**config.mk**
```make
export PLATFORM = sky130hd
export DESIGN_NAME = ctw_cfg
export DESIGN_NICKNAME = d
export VERILOG_FILES = /design/src/rtl/ctw_pkg.sv /design/src/rtl/ctw_cfg.sv
export SDC_FILE = /design/constraint.sdc
export NUM_CORES = 1
export LEC_CHECK = 0
export ABC_CLOCK_PERIOD_IN_PS = 3540
export BUFFER_PORTS_ARGS = -buffer_cell sky130_fd_sc_hd__buf_2
export CORE_MARGIN = 10
export CORE_UTILIZATION = 35
export CTS_BUF_LIST = sky130_fd_sc_hd__clkbuf_4 sky130_fd_sc_hd__clkbuf_8
export DETAILED_ROUTE_END_ITERATION = 8
export PLACE_DENSITY = 0.75
export SLEW_MARGIN = 20
export SYNTH_ARGS = -nofsm -noshare
export SYNTH_HDL_FRONTEND = slang
export SYNTH_SLANG_ARGS = --single-unit
```
**constraint.sdc**
```tcl
create_clock -name aclk -period 3.54 [get_ports aclk]
set_clock_uncertainty 0.1 [all_clocks]
set_input_delay 0.531 -clock aclk [delete_from_list [all_inputs] [get_ports aclk]]
set_output_delay 0.531 -clock aclk [all_outputs]
set_load 0.01 [all_outputs]
```
**src/rtl/ctw_pkg.sv**
```systemverilog
package ctw_pkg;

    localparam int CHAR_W    = 8;
    localparam int LINE_OUT_W = 6;
    localparam int COL_OUT_W  = 8;
    localparam int ROW_IN_W   = 6;
    localparam int COL_IN_W   = 8;
    localparam int CFG_INDEX_W = 2;
    localparam int CFG_DATA_W  = 8;
    localparam int S_TDATA_W   = 24;
    localparam int M_TDATA_W   = 24;

    localparam int RST_LINE_WIDTH = 80;
    localparam int RST_LINE_COUNT = 25;

    localparam logic [CHAR_W-1:0] CH_NEWLINE   = 8'd10;
    localparam logic [CHAR_W-1:0] CH_RETURN    = 8'd13;
    localparam logic [CHAR_W-1:0] CH_BACKSPACE = 8'd8;
    localparam logic [CHAR_W-1:0] CH_TAB       = 8'd9;
    localparam logic [CHAR_W-1:0] CH_SPACE     = 8'd32;
    localparam logic [CHAR_W-1:0] CH_NUL       = 8'd0;

    localparam logic CMD_PUT  = 1'b0;
    localparam logic CMD_READ = 1'b1;

    localparam logic [CFG_INDEX_W-1:0] CFG_LINE_WIDTH = 2'd0;
    localparam logic [CFG_INDEX_W-1:0] CFG_LINE_COUNT = 2'd1;

    typedef enum logic [7:0] {
        ST_CLEAR = 8'b0000_0001,
        ST_IDLE  = 8'b0000_0010,
        ST_RDATA = 8'b0000_0100,
        ST_PUT   = 8'b0000_1000,
        ST_FILL  = 8'b0001_0000,
        ST_ENDL  = 8'b0010_0000,
        ST_TERM  = 8'b0100_0000,
        ST_DONE  = 8'b1000_0000
    } state_t;

endpackage

```
**src/rtl/ctw_cfg.sv**
```systemverilog
module ctw_cfg
    import ctw_pkg::*;
#(
    parameter int MAX_COLS = 128,
    parameter int MAX_ROWS = 64,
    localparam int CW  = $clog2(MAX_COLS + 1),
    localparam int LCW = $clog2(MAX_ROWS + 1)
) (
    input  logic                   aclk,
    input  logic                   aresetn,
    input  logic                   cfg_valid,
    output logic                   cfg_ready,
    input  logic [CFG_INDEX_W-1:0] cfg_index,
    input  logic [CFG_DATA_W-1:0]  cfg_data,
    output logic [CW-1:0]          line_width,
    output logic [LCW-1:0]         line_count,
    output logic                   clear_req
);

    localparam int RST_W = (RST_LINE_WIDTH > MAX_COLS) ? MAX_COLS : RST_LINE_WIDTH;
    localparam int RST_C = (RST_LINE_COUNT > MAX_ROWS) ? MAX_ROWS : RST_LINE_COUNT;

    logic          cfg_fire;
    logic [CW-1:0] width_reg, width_next, width_sat;
    logic [LCW-1:0] count_reg, count_next, count_sat;
    logic [7:0]    w_raw;
    logic [6:0]    c_raw;

    assign cfg_ready = 1'b1;
    assign cfg_fire  = cfg_valid && cfg_ready;
    assign w_raw     = cfg_data[7:0];
    assign c_raw     = cfg_data[6:0];

    always_comb begin
        priority if (w_raw == 8'd0) begin
            width_sat = CW'(1);
        end else if (9'(w_raw) > 9'(MAX_COLS)) begin
            width_sat = CW'(MAX_COLS);
        end else begin
            width_sat = CW'(w_raw);
        end
        priority if (c_raw == 7'd0) begin
            count_sat = LCW'(1);
        end else if (9'(c_raw) > 9'(MAX_ROWS)) begin
            count_sat = LCW'(MAX_ROWS);
        end else begin
            count_sat = LCW'(c_raw);
        end
    end

    always_comb begin
        width_next = width_reg;
        count_next = count_reg;
        clear_req  = 1'b0;
        if (cfg_fire) begin
            if (cfg_index == CFG_LINE_WIDTH) begin
                width_next = width_sat;
                clear_req  = 1'b1;
            end else if (cfg_index == CFG_LINE_COUNT) begin
                count_next = count_sat;
                clear_req  = 1'b1;
            end
        end
    end

    always_ff @(posedge aclk) begin
        if (!aresetn) begin
            width_reg <= CW'(RST_W);
            count_reg <= LCW'(RST_C);
        end else begin
            width_reg <= width_next;
            count_reg <= count_next;
        end
    end

    assign line_width = width_reg;
    assign line_count = count_reg;

endmodule

```
# After elaboration in Yosys (flattened, before gate mapping)
# Cells that the tools add are included.
# op_classes
n_addsub,0
n_mul,0
div,0
magnitude_cmp,2
n_eq_ne,1
shift,0
muxes,7
bitwise_logic,1
reduce_logical,5
# ops
op,count
8-bit two-way mux,2
7-bit two-way mux,2
8-bit greater-than comparator (second input constant),1
8-bit logical NOT,1
7-bit greater-than comparator (second input constant),1
7-bit logical NOT,1
1-bit two-way mux,3
3-bit AND reduction,1
2-bit by 1-bit equality test with 1-bit output (second input constant),1
2-bit logical NOT,1
2-bit AND reduction,1
1-bit inverter,1
# totals
regBits,15
latch_bits,0
ram_bits,0
rom_bits,0
in_bits,13
out_inout_bits,17
word_cells,18
memories,0

# Longest topological paths before layout
# logic_depth
word_depth,4
depth_mapped,4
depth_no_buf,3

# Worst setup path after synthesis
# OpenSTA, ideal clock, no wires.
# synth_path
path_type,input port to flip-flop
startpoint,input port cfg_index[1]
endpoint,"register width_reg[0], in the netlist line_width[0]"
setup_ns,0.096
t_arrival_ns,1.327
slack_ns,2.017
stages,3
n_path_buf,1
cell_sequence,or3b_1 > buf_2 > o41ai_2
# synth_via
elab_chain_cells,2
# synth_lines
element,line_no,text
start: declaration,ctw_cfg.sv:13,"input logic [CFG_INDEX_W-1:0] cfg_index,"
2-bit logical NOT,ctw_cfg.sv:56,if (cfg_index == CFG_LINE_WIDTH) begin
2-bit AND reduction (no line),n/a,
end signal: assignment,ctw_cfg.sv:68,width_reg <= CW'(RST_W);
end signal: assignment,ctw_cfg.sv:71,width_reg <= width_next;
end: declaration,ctw_cfg.sv:24,"logic [CW-1:0] width_reg, width_next, width_sat;"
# No other way between the ends.
# A chain may end at the register's enable or synchronous reset.

# Final worst setup path
# layout_path
startpoint,input port cfg_valid
endpoint,output port clear_req
# layout_via
elab_chain_cells,1
# layout_lines
element,line_no,text
start: declaration,ctw_cfg.sv:11,"input logic cfg_valid,"
1-bit two-way mux,ctw_cfg.sv:55,if (cfg_fire) begin
end: declaration,ctw_cfg.sv:17,output logic clear_req
# No other way between the ends.

==> results.py <==
metrics = {
    "worst_hold_path": {
        "holdPathStages": 2,
        "hp-class": "flop to flop",
        "holdCritStartpoint": "line_count[2]",
        "hold_end": "line_count[2]",
    },
    "outcome": {
        "outcome": "finished, final reports clean",
    },
    "power": {
        "cellLeakagePower_nw": 0.368,
        "pwr-share-seq_pct": 55.3,
        "internal_power_mw": 0.241,
        "total_power_mw": 0.320,
        "switching_share_pct": 24.5,
        "netSwitchingPower_mw": 0.0784,
        "powerDensity_mw_per_mm2": 411,
        "power_frac_comb_pct": 12.5,
        "p_clk_share_pct": 32.3,
        "ir_worst_vdd_mv": 0.241,
    },
    "timing": {
        "period_share_pct": 47.9,
        "setup_violations": 0,
        "tns_ns": 0,
        "drv_slew": 0,
        "rsz0062_at_grt": "false",
        "finalCriticalPeriod_ns": 1.70,
        "finalHoldViolations": 0,
        "max_freq_ghz": 0.590,
    },
    "logic_synthesis": {
        "netlist_area_sq_um": 604,
        "synth_edf_count": 0,
        "yosysTopAreaCellShare_pct": 49.7,
        "yosysWarnings": 0,
        "synth_ff_type": "dfxtp_1",
        "yosys-top-cells-area": "dfxtp_1, a21oi_1, nand2_1",
        "async_flop_share_pct": 0,
        "synth-seq-cells": 15,
        "yosysTopAreaCell": "dfxtp_1",
        "syn_nets": 82,
        "synth_most_common_cell": "dfxtp_1",
        "yosysUniqueCellTypes": 23,
        "ys_seq_area_share_pct": 49.7,
        "synthCells": 69,
        "synth.avg_cell_area_sq_um": 8.76,
        "synth_commonest_cells": "dfxtp_1, nand2_1, a21oi_1",
    },
    "clocking": {
        "cts_root_buffer": "clkbuf_4",
        "cts_setup_buffers": 0,
        "cts_hold_buf": 0,
        "clk_pin_slew_ns": 0.08,
        "clock_path_buffers": 2,
        "cts.sinks": 15,
        "htreeDepth": 1,
        "post_cts_resized": 0,
        "cts_buffers": 3,
        "cts_tree": "done",
        "clk-insertion-delay-late_ns": 0.28,
    },
    "routing": {
        "drc": 0,
        "antenna_left": 0,
        "vias_per_cell": 5.18,
        "wire_per_inst_um": 14.9,
        "wl_um": 1690,
        "drtPass1Iterations": 4,
        "drtIter0Drc": 18,
        "vias": 591,
    },
    "critical_path": {
        "critPathLaunchType": "input port",
        "cp.arrival_ns": 1.07,
        "r2r_slack_ns": 2.80,
        "startpoint": "cfg_valid",
        "cp_max_fo": 4,
        "cp_data_required_time_ns": 2.91,
        "rr_startpoint": "line_count[5]",
        "criticalPathCategory": "input port to output pin",
        "r2r_cells": 2,
        "worstSetupEndpointType": "output pin",
        "r2r_end": "line_count[5]",
    },
    "global_route": {
        "grt_pass1_vias": 613,
        "grt_pass1_wl_um": 2580,
        "track_usage_pct": 9.12,
        "antenna_found_initial": 0,
        "grt_max_degree": 13,
        "grt-ovfl-total": 0,
    },
    "final_layout": {
        "diodes": 0,
        "nets": 112,
        "area_growth_pct": 28.8,
        "finalInstanceArea_sq_um": 778,
        "final-instance-count-excl-fill": 114,
        "layout-drive-gt1-share_pct": 33.7,
    },
    "floorplan": {
        "start_util_pct": 38.3,
        "ios": 30,
        "die_h_um": 61.6,
        "dieArea_sq_mm": 0.00379,
        "chipWidth_um": 61.6,
        "core_area_sq_mm": 0.00158,
        "num_rows": 14,
    },
    "placed_design": {
        "post_dp_cell_area_sq_um": 748,
        "gp_congestion": 0.752,
        "numPlacedInstances": 110,
        "port_buffers": 28,
        "dp_hpwl_um": 1330,
    },
    "flow_run": {
        "cap_violations": 0,
    },
}
-- metal layers --
layer,wire (um),track usage (%),vias up
met5,0,0,-
met4,17,3.82,0
met3,204,5.76,4
met2,845,16.0,21
met1,625,8.27,264
li1,-,-,302
-- state kept, by name, indices dropped and copies added (netlist names) --
signal / flops
line_width: 8
line_count: 7
-- cell families after synthesis --
kind of cell           synth area share (%)
muxes                                  1.66
DFF                                    49.7
AOI/OAI and AO/OA                      19.1
buffers and inverters                  5.17
and+or+nand+nor                        23.8
other                                 0.621
-- per-stage QoR --
stage               worst slack (ns)  hold slack [ns]  util [%]
finish                          1.84            0.352      49.4
global route                    1.81            0.374      49.4
CTS                             1.85            0.357      49.4
detailed placement              1.66            0.345      47.5
global placement                1.70            0.337      47.5
floorplan                       2.02            0.376         -
-- power groups by stage --
| stage | sequential, mW | clock [mW] | combinational [mW] |
|---|---|---|---|
| 2_1_floorplan | 0.184 | 0 | 0.0171 |
| 3_3_place_gp | 0.181 | 0 | 0.0392 |
| 3_5_place_dp | 0.181 | 0 | 0.0397 |
| 4_1_cts | 0.177 | 0.107 | 0.0400 |
| 5_1_grt | 0.177 | 0.113 | 0.0445 |
| 6_report | 0.177 | 0.103 | 0.0399 |
-- worst max-delay path, cell delays in order --
cell	delay, ns
buf_2	0.10
nor2b_1	0.24
buf_2	0.19
-- area by class of cell --
cell class	instances	area, sq um
Clock buffer	4	30.0
Multi-Input combinational cell	47	273
Fill cell	172	798
Inverter	4	15.0
Sequential cell	15	300
Timing Repair Buffer	28	140
Tap cell	16	20.0
-- cells in the final DEF, fill, tap and decap left out, drive strengths merged --
master  Yosys  final
nor2b       1      1
dfxtp      15     15
nor3        1      1
or3         1      1
or3b        1      1
nand4       3      3
nor3b       1      1
clkbuf      1      4
mux2i       1      1
nor2        2      2
nand3b      4      4
o41ai       1      1
nand3       1      1
o311ai      4      4
a31oi       1      1
o31ai       1      1
inv         4      4
nand2      13     13
a21oi      10     10
conb        1      1
buf         2     28
-- how the worst max path moves through the flow --
stage                     slack [ns]             to
final                           1.84      clear_req
after detailed placement        1.66  line_width[3]
after global routing            1.81      clear_req
after floorplan                 2.02  line_width[0]
after CTS                       1.85      clear_req
after global placement          1.70  line_width[3]
Power figures use the tool's default switching activity.
