### config.mk
export PLATFORM = sky130hd
export DESIGN_NAME = ctw_ctrl
export DESIGN_NICKNAME = d
export VERILOG_FILES = /design/src/rtl/ctw_pkg.sv /design/src/rtl/ctw_ctrl.sv
export SDC_FILE = /design/constraint.sdc
export NUM_CORES = 1
export LEC_CHECK = 0
export BUFFER_PORTS_ARGS = -buffer_cell sky130_fd_sc_hd__buf_2
export CELL_PAD_IN_SITES_DETAIL_PLACEMENT = 0
export CELL_PAD_IN_SITES_GLOBAL_PLACEMENT = 1
export CORE_MARGIN = 2
export CORE_UTILIZATION = 40
export CTS_BUF_LIST = sky130_fd_sc_hd__clkbuf_8
export DETAILED_ROUTE_END_ITERATION = 12
export MAX_ROUTING_LAYER = met4
export PLACE_DENSITY = 0.8
export SLEW_MARGIN = 20
export SYNTH_ARGS = -nofsm -noshare
export SYNTH_HDL_FRONTEND = slang
export SYNTH_SLANG_ARGS = --single-unit
### constraint.sdc
create_clock -name aclk -period 8.16 [get_ports aclk]
set_input_delay 2.448 -clock aclk [delete_from_list [all_inputs] [get_ports aclk]]
set_output_delay 2.448 -clock aclk [all_outputs]
set_load 0.01 [all_outputs]
### src/rtl/ctw_pkg.sv
package ctw_pkg;

    localparam int CHAR_W    = 8;
    localparam int LINE_OUT_W = 6;
    localparam int COL_OUT_W  = 8;
    localparam int ROW_IN_W   = 6;
    localparam int COL_IN_W   = 8;
    localparam int CFG_INDEX_W = 2;
    localparam int CFG_DATA_W  = 8;
    localparam int S_TDATA_W   = 24;
    localparam int M_TDATA_W   = 24;

    localparam int RST_LINE_WIDTH = 80;
    localparam int RST_LINE_COUNT = 25;

    localparam logic [CHAR_W-1:0] CH_NEWLINE   = 8'd10;
    localparam logic [CHAR_W-1:0] CH_RETURN    = 8'd13;
    localparam logic [CHAR_W-1:0] CH_BACKSPACE = 8'd8;
    localparam logic [CHAR_W-1:0] CH_TAB       = 8'd9;
    localparam logic [CHAR_W-1:0] CH_SPACE     = 8'd32;
    localparam logic [CHAR_W-1:0] CH_NUL       = 8'd0;

    localparam logic CMD_PUT  = 1'b0;
    localparam logic CMD_READ = 1'b1;

    localparam logic [CFG_INDEX_W-1:0] CFG_LINE_WIDTH = 2'd0;
    localparam logic [CFG_INDEX_W-1:0] CFG_LINE_COUNT = 2'd1;

    typedef enum logic [7:0] {
        ST_CLEAR = 8'b0000_0001,
        ST_IDLE  = 8'b0000_0010,
        ST_RDATA = 8'b0000_0100,
        ST_PUT   = 8'b0000_1000,
        ST_FILL  = 8'b0001_0000,
        ST_ENDL  = 8'b0010_0000,
        ST_TERM  = 8'b0100_0000,
        ST_DONE  = 8'b1000_0000
    } state_t;

endpackage

### src/rtl/ctw_ctrl.sv
module ctw_ctrl
    import ctw_pkg::*;
#(
    parameter int MAX_COLS = 128,
    parameter int MAX_ROWS = 64,
    parameter int TAB_STOP = 8,
    localparam int CW     = $clog2(MAX_COLS + 1),
    localparam int LCW    = $clog2(MAX_ROWS + 1),
    localparam int STRIDE = MAX_COLS + 1,
    localparam int DEPTH  = MAX_ROWS * STRIDE,
    localparam int AW     = $clog2(DEPTH)
) (
    input  logic                  aclk,
    input  logic                  aresetn,
    input  logic                  s_valid,
    output logic                  s_ready,
    input  logic                  s_command,
    input  logic [CHAR_W-1:0]     s_char_code,
    input  logic [ROW_IN_W-1:0]   s_read_row,
    input  logic [COL_IN_W-1:0]   s_read_col,
    output logic                  m_valid,
    input  logic                  m_ready,
    output logic [CHAR_W-1:0]     m_read_char,
    output logic [LINE_OUT_W-1:0] m_current_line,
    output logic [COL_OUT_W-1:0]  m_current_column,
    input  logic [CW-1:0]         line_width,
    input  logic [LCW-1:0]        line_count,
    input  logic                  clear_req,
    output logic                  mem_we,
    output logic [AW-1:0]         mem_addr,
    output logic [CHAR_W-1:0]     mem_wdata,
    input  logic [CHAR_W-1:0]     mem_rdata
);

    localparam int RW = $clog2(MAX_ROWS);
    localparam int PW = $clog2(TAB_STOP);

    state_t            state_reg, state_next;
    logic [RW-1:0]     line_reg, line_next;
    logic [CW-1:0]     cursor_reg, cursor_next;
    logic [PW-1:0]     phase_reg, phase_next, phase_inc, phase_dec;
    logic [CHAR_W-1:0] char_reg, char_next;
    logic              rd_ok_reg, rd_ok_next;
    logic [CHAR_W-1:0] rd_char_reg, rd_char_next;
    logic [AW-1:0]     clr_cnt_reg, clr_cnt_next;
    logic              m_valid_reg, m_valid_next;
    logic [CHAR_W-1:0]     out_char_reg, out_char_next;
    logic [LINE_OUT_W-1:0] out_line_reg, out_line_next;
    logic [COL_OUT_W-1:0]  out_col_reg, out_col_next;

    logic          s_fire, rd_in_range;
    logic [AW-1:0] row_sel, col_sel, addr_calc;
    logic [PW:0]   tab_pad;
    logic [CW:0]   cursor_inc_w, tab_end_w;
    logic [LCW-1:0] line_inc;

    assign s_ready = (state_reg == ST_IDLE);
    assign s_fire  = s_valid && s_ready;

    assign rd_in_range = (9'(s_read_row) < 9'(MAX_ROWS)) && (9'(s_read_col) <= 9'(MAX_COLS));

    // shared cell address unit: row * stride + column
    always_comb begin
        if (state_reg == ST_IDLE) begin
            row_sel = rd_in_range ? AW'(s_read_row) : '0;
            col_sel = rd_in_range ? AW'(s_read_col) : '0;
        end else begin
            row_sel = AW'(line_reg);
            col_sel = AW'(cursor_reg);
        end
        addr_calc = AW'(row_sel * AW'(STRIDE)) + col_sel;
    end

    assign phase_inc    = (phase_reg == PW'(TAB_STOP - 1)) ? '0 : phase_reg + PW'(1);
    assign phase_dec    = (phase_reg == '0) ? PW'(TAB_STOP - 1) : phase_reg - PW'(1);
    assign tab_pad      = (PW + 1)'(TAB_STOP) - (PW + 1)'(phase_reg);
    assign cursor_inc_w = (CW + 1)'(cursor_reg) + (CW + 1)'(1);
    assign tab_end_w    = (CW + 1)'(cursor_reg) + (CW + 1)'(tab_pad);
    assign line_inc     = LCW'(line_reg) + LCW'(1);

    always_comb begin
        state_next    = state_reg;
        line_next     = line_reg;
        cursor_next   = cursor_reg;
        phase_next    = phase_reg;
        char_next     = char_reg;
        rd_ok_next    = rd_ok_reg;
        rd_char_next  = rd_char_reg;
        clr_cnt_next  = clr_cnt_reg;
        m_valid_next  = m_valid_reg;
        out_char_next = out_char_reg;
        out_line_next = out_line_reg;
        out_col_next  = out_col_reg;
        mem_we        = 1'b0;
        mem_wdata     = CH_NUL;
        mem_addr      = addr_calc;

        if (m_valid_reg && m_ready) begin
            m_valid_next = 1'b0;
        end

        unique case (state_reg)
            ST_CLEAR: begin
                mem_addr     = clr_cnt_reg;
                mem_we       = 1'b1;
                clr_cnt_next = clr_cnt_reg + AW'(1);
                if (clr_cnt_reg == AW'(DEPTH - 1)) begin
                    state_next = ST_IDLE;
                end
            end
            ST_IDLE: begin
                if (s_fire) begin
                    if (s_command == CMD_READ) begin
                        rd_ok_next = rd_in_range;
                        state_next = ST_RDATA;
                    end else begin
                        char_next    = s_char_code;
                        rd_char_next = CH_NUL;
                        state_next   = ST_PUT;
                    end
                end
            end
            ST_RDATA: begin
                rd_char_next = rd_ok_reg ? mem_rdata : CH_NUL;
                state_next   = ST_DONE;
            end
            ST_PUT: begin
                priority if (char_reg == CH_NEWLINE) begin
                    state_next = ST_ENDL;
                end else if (char_reg == CH_RETURN) begin
                    cursor_next = '0;
                    phase_next  = '0;
                    state_next  = ST_TERM;
                end else if (char_reg == CH_BACKSPACE) begin
                    if (cursor_reg != '0) begin
                        cursor_next = cursor_reg - CW'(1);
                        phase_next  = phase_dec;
                    end
                    state_next = ST_TERM;
                end else if (char_reg == CH_TAB) begin
                    if (tab_end_w < (CW + 1)'(line_width)) begin
                        state_next = ST_FILL;
                    end else begin
                        state_next = ST_ENDL;
                    end
                end else begin
                    mem_we      = 1'b1;
                    mem_wdata   = char_reg;
                    cursor_next = CW'(cursor_inc_w);
                    phase_next  = phase_inc;
                    if (cursor_inc_w >= (CW + 1)'(line_width)) begin
                        state_next = ST_ENDL;
                    end else begin
                        state_next = ST_TERM;
                    end
                end
            end
            ST_FILL: begin
                mem_we      = 1'b1;
                mem_wdata   = CH_SPACE;
                cursor_next = CW'(cursor_inc_w);
                phase_next  = phase_inc;
                if (phase_inc == '0) begin
                    state_next = ST_TERM;
                end
            end
            ST_ENDL: begin
                mem_we      = 1'b1;
                line_next   = (line_inc >= line_count) ? '0 : RW'(line_inc);
                cursor_next = '0;
                phase_next  = '0;
                state_next  = ST_TERM;
            end
            ST_TERM: begin
                mem_we     = 1'b1;
                state_next = ST_DONE;
            end
            ST_DONE: begin
                if (!m_valid_reg || m_ready) begin
                    m_valid_next  = 1'b1;
                    out_char_next = rd_char_reg;
                    out_line_next = LINE_OUT_W'(line_reg);
                    out_col_next  = COL_OUT_W'(cursor_reg);
                    state_next    = ST_IDLE;
                end
            end
            default: begin
                state_next = ST_CLEAR;
            end
        endcase

        if (clear_req) begin
            state_next   = ST_CLEAR;
            clr_cnt_next = '0;
            line_next    = '0;
            cursor_next  = '0;
            phase_next   = '0;
        end
    end

    always_ff @(posedge aclk) begin
        if (!aresetn) begin
            state_reg   <= ST_CLEAR;
            clr_cnt_reg <= '0;
            line_reg    <= '0;
            cursor_reg  <= '0;
            phase_reg   <= '0;
            m_valid_reg <= 1'b0;
        end else begin
            state_reg   <= state_next;
            clr_cnt_reg <= clr_cnt_next;
            line_reg    <= line_next;
            cursor_reg  <= cursor_next;
            phase_reg   <= phase_next;
            m_valid_reg <= m_valid_next;
        end
    end

    always_ff @(posedge aclk) begin
        char_reg     <= char_next;
        rd_ok_reg    <= rd_ok_next;
        rd_char_reg  <= rd_char_next;
        out_char_reg <= out_char_next;
        out_line_reg <= out_line_next;
        out_col_reg  <= out_col_next;
    end

    assign m_valid          = m_valid_reg;
    assign m_read_char      = out_char_reg;
    assign m_current_line   = out_line_reg;
    assign m_current_column = out_col_reg;

endmodule

---- Yosys cells after proc, flatten, opt, wreduce, memory -nomap -nowiden ----
Index checks and enable logic that the tools add are counted.
Widths: inputs -> output; s select.
word-level totals
  RAM bits ................................ 0
  bits in latches ......................... 0
  memories kept ........................... 0
  output and inout bits ................... 47
  bits in registers ....................... 79
  input bits .............................. 51
  bits in read-only memories .............. 0
  logic and storage cells ................. 117
operators by class
  magnitude comparators ................... 4
  bitwise logic cells ..................... 2
  equal/unequal tests ..................... 22
  multipliers ............................. 1
  add/subtract/negate cells ............... 9
  shift operators ......................... 0
  multiplexer cells ....................... 49
  divide/modulo/power cells ............... 0
  reduce and logical (&&, ||, !) cells .... 18
operator list
  operator               count
  $mux 8                 22
  $pmux 8 s7             1
  $eq 8x4->1 const B     5
  $pmux 8 s2             2
  $mux 14                2
  $pmux 8 s3             1
  $mux 3                 7
  $mux 6                 3
  $add 14x1->14 const B  1
  $add 14x14->14         1
  $eq 14x14->1 const B   1
  $mul 14x8->14 const B  1
  $ne 2x2->1 const B     5
  $add 8x1->9 const B    1
  $add 8x4->9            1
  $ge 9x8->1             1
  $lt 9x8->1             1
  $pmux 3 s3             1
  $reduce_and 3->1       3
  $eq 8x1->1 const B     1
  $eq 8x2->1 const B     1
  $eq 8x3->1 const B     1
  $eq 8x5->1 const B     1
  $eq 8x6->1 const B     1
  28 further kinds       40

---- Longest topological paths before layout ----
  word-level depth ........................ 9
  mapped depth ............................ 18
  mapped depth without buffers ............ 16

---- Worst setup path before layout ----
OpenSTA, ideal clock, no wires.
  path type ............................... input to output
  from .................................... input port s_read_col[3]
  to ...................................... output port mem_addr[11]
  slack ................................... -246 ps
  cell stages on the path ................. 15
  buffers on the path ..................... 0
  data required time ...................... 5,712 ps
  arrival time ............................ 5,958 ps
  cell sequence ........................... or4_4 > o41a_4 > nor2_4 > a22o_1 > ha_1 > ha_1 > ha_1 > ha_1 > fa_1 > a211o_1 > o211ai_1 > a21oi_1 > o21ai_1 > xor2_1 > a21oi_1
on the way
  word-level cells in the longest chain between the ends .. 6
  elaborated cells on any way between the ends .. 8
  classes of those cells .................. add/sub: 1; mul: 1; order compare: 1; mux: 5
ends and longest elaborated chain
  item                line             RTL
  start: declaration  ctw_ctrl.sv:20   input logic [COL_IN_W-1:0] s_read_col,
  $le 8x8->1          ctw_ctrl.sv:60   assign rd_in_range = (9'(s_read_row) < 9'(MAX_ROWS)) && (9'(s_read_col) <= 9'(MAX_COLS));
  $mux 6              ctw_ctrl.sv:65   row_sel = rd_in_range ? AW'(s_read_row) : '0;
  $mux 14             ctw_ctrl.sv:64   if (state_reg == ST_IDLE) begin
  $mul 14x8->14       ctw_ctrl.sv:71   addr_calc = AW'(row_sel * AW'(STRIDE)) + col_sel;
  $add 14x14->14 *    ctw_ctrl.sv:71
  $mux 14 *           ctw_ctrl.sv:102  unique case (state_reg)
  end: declaration    ctw_ctrl.sv:30   output logic [AW-1:0] mem_addr,
Every way passes the cells marked *; elsewhere a longest branch is shown, timed or not.

---- Worst setup path after layout ----
Ends and elaborated chain as after synthesis.

==> flow_metrics.py <==
metrics = {
    "outcome": {
        "status": "finished with violations",
        "violations": "negative setup slack",
    },
    "placed_design": {
        "portBuffers": 97,
        "dp_worst_setup_slack_ns": -0.5819,
        "gp_congestion": 0.8947,
        "dp.final_hpwl_mm": 11.68,
    },
    "layout": {
        "antenna_cells": 0,
        "largest_reg_flops": 14,
        "drive_above_1_share_pct": 26.32,
        "syn2layout_area_growth_pct": 22.62,
        "nNetsFinal": 851,
        "fin_util_pct": 49.93,
        "final.fill_count": 1344,
    },
    "setup_path": {
        "reg2regPathDepth": 14,
        "required_ns": 5.71,
        "start_kind": "input pin",
        "r2r-end": "state_reg[5]",
        "worst-setup-path-type": "in2out",
        "r2r_setup_slack_ns": 4.35,
        "r2r_start": "phase_reg[0]",
        "worstPathArrival_ns": 6.17,
        "critPathCaptureType": "output port",
        "cp_max_fo": 4,
    },
    "synthesis": {
        "ys_seq_area_share_pct": 35.16,
        "syn_inst": 622,
        "ys.flop_type": "dfxtp_1",
        "syn-num-nets": 737,
        "avgSynthCellArea_um2": 9.016,
        "synth_most_common_cell": "nand2_1",
        "synth-seq-cells": 79,
        "synthArstFlopShare_pct": 0,
        "yosysWarningCount": 0,
        "netlist_top_cells_area": "edfxtp_1 21%, dfxtp_1 14%, ha_1 14%",
        "synth-edff-count": 39,
        "synthesis.area_um2": 5608,
        "synth_cell_types": 79,
        "yosys-top-cells-count": "73 x nand2_1, 62 x ha_1, 50 x nor2_1",
        "synth_area_leader_cell": "edfxtp_1",
        "synth_top_area_share_pct": 20.88,
    },
    "sta": {
        "fin_skew_ns": 0.01239,
        "slew_headroom_pct": 48.65,
        "tightestPinTransition_ns": 0.7508,
        "rsz0062_at_grt": "true",
        "setup_viol": 9,
        "period_minus_slack_ns": 8.620,
        "finalHoldViolCount": 0,
        "post-route-period-util_pct": 105.6,
        "fmax_mhz": 116.0,
        "slew_violations": 0,
        "setup_slack_ns": -0.4599,
    },
    "hold_path": {
        "hold_end": "m_read_char[5]",
        "hp-class": "reg2reg",
        "min_from": "rd_char_reg[5]",
        "whs_path_depth": 0,
    },
    "power": {
        "p_total_w": 0.0007690,
        "power_density_nw_per_um2": 111.8,
        "leakage_nw": 3.090,
        "ir_worst_vdd_mv": 0.07303,
    },
    "global_routing": {
        "grt_first_pass_wirelength_mm": 24.83,
        "antenna_found_initial": 0,
        "grt_usage_pct": 21.85,
        "grt_pass1_vias": 5024,
        "overflow": 0,
        "grt_max_degree": 31,
    },
    "floorplanning": {
        "die_w_um": 122.4,
        "die_h_um": 122.4,
        "start_util_pct": 40.72,
        "io_pins": 98,
        "core_area_um2": 13770,
        "num_rows": 43,
        "design.die.area_um2": 14980,
    },
    "cts": {
        "numCtsBuffers": 9,
        "clk_latency_ns": 0.37,
        "htreeDepth": 3,
        "clk_path_buf_depth": 2,
        "cts.clk_slew.worst_paths_ns": 0.09,
        "clock-root-buffer": "clkbuf_8",
        "holdBufCountCts": 0,
        "cts_tree": "yes",
        "clkSinkCount": 79,
    },
    "drt": {
        "drc_errors": 0,
        "ant_nets": 0,
        "routed_wl_mm": 15.37,
        "dr.pass1.iters": 7,
        "drt_iter0_drc": 363,
        "via_per_inst": 5.452,
        "wire_per_inst_um": 16.68,
        "vias": 5021,
    },
    "job": {
        "maxCapViolations": 0,
    },
}
==> cell families (layout without fill, tap and decap cells) <==
family	count (synthesis)	after routing	synth area share (%)
compound gates	121	121	14.64
xor+xnor	43	43	6.716
fa+ha+maj	64	64	14.55
buf+inv	61	180	4.663
flops	79	79	35.16
mux	2	2	0.4016
simple gates	252	252	23.87
==> how the worst max path moves through the flow <==
stage,from,end,slack [ns],cells past startpoint
6_report,s_read_col[3],mem_addr[11],-0.46,17
5_1_grt,s_read_col[3],mem_addr[11],-0.62,17
4_1_cts,s_read_col[3],mem_addr[11],-0.43,17
3_5_place_dp,s_read_col[3],mem_addr[11],-0.58,17
3_3_place_gp,s_read_col[3],mem_addr[11],-0.47,17
2_1_floorplan,s_read_col[3],mem_addr[11],-0.07,15
==> layout by cell type (no fill, tap or decap), types with 9 or more instances in the layout <==
master / n
a21oi_1: 24
and2_1: 15
and3_1: 11
buf_2: 95
buf_4: 33
clkbuf_8: 9
dfxtp_1: 40
edfxtp_1: 39
ha_1: 51
ha_4: 11
inv_1: 32
nand2_1: 73
nand3_1: 22
nand4_1: 9
nor2_1: 50
nor3_1: 12
o21ai_0: 25
xnor2_1: 16
xor2_1: 26
==> critical path, cell delays in order <==
cell,delay [ns]
buf_6,0.09
or4_4,0.55
o41a_4,0.40
nor2_4,0.16
a22o_1,0.20
ha_1,0.27
ha_4,0.18
ha_4,0.24
ha_4,0.16
fa_2,0.34
a211o_1,0.26
o211ai_1,0.15
a21oi_2,0.11
o21ai_2,0.17
xor2_1,0.22
a21oi_2,0.08
buf_2,0.16
==> per-layer routing <==
metal | vias up | global-route usage, % | part of all wire (%)
met5 | - | - | 0
met4 | 0 | 6.322 | 1.9
met3 | 24 | 4.368 | 5.4
met2 | 162 | 36.08 | 48
met1 | 2365 | 27.14 | 44
li1 | 2470 | - | -
==> power by group <==
group	switching, W	internal, W
Sequential	0.000000762	0.000413
Clock	0.000169	0.000149
Combinational	0.0000180	0.0000186
Total	0.000188	0.000581
==> cell type report <==
cell class	instances	area, um2	area share [%]
multi-input cells	482	3587	52.17
repair buffers	131	757.0	11.01
flip-flops and latches	79	1972	28.68
inverters	33	123.9	1.801
clock buffers	9	123.9	1.801
clock inverters	7	87.58	1.274
well taps	180	225.2	3.275
==> what timing repair did <==
| action | 4_1_cts | 5_1_grt |
|---|---|---|
| setup buffers | 8 | 4 |
| hold endpoints to repair | 0 | 0 |
| pin swaps | 12 | 9 |
| resized for setup | 19 | 6 |
| endpoints found under the setup margin | 9 | 9 |
==> through the flow <==
stage | setup TNS, ns | cell area, um2 | hold slack [ns] | cells
floorplan | -0.07061 | 5657 | 0.4003 | 622
global placement | -2.308 | 6420 | 0.4027 | 896
detailed placement | -2.803 | 6420 | 0.4070 | 896
CTS | -2.203 | 6824 | 0.4301 | 919
global route | -3.971 | 6877 | 0.4436 | 921
finish | -2.749 | 6877 | 0.4278 | 921
Note: power is estimated with default switching activity, not from simulation.
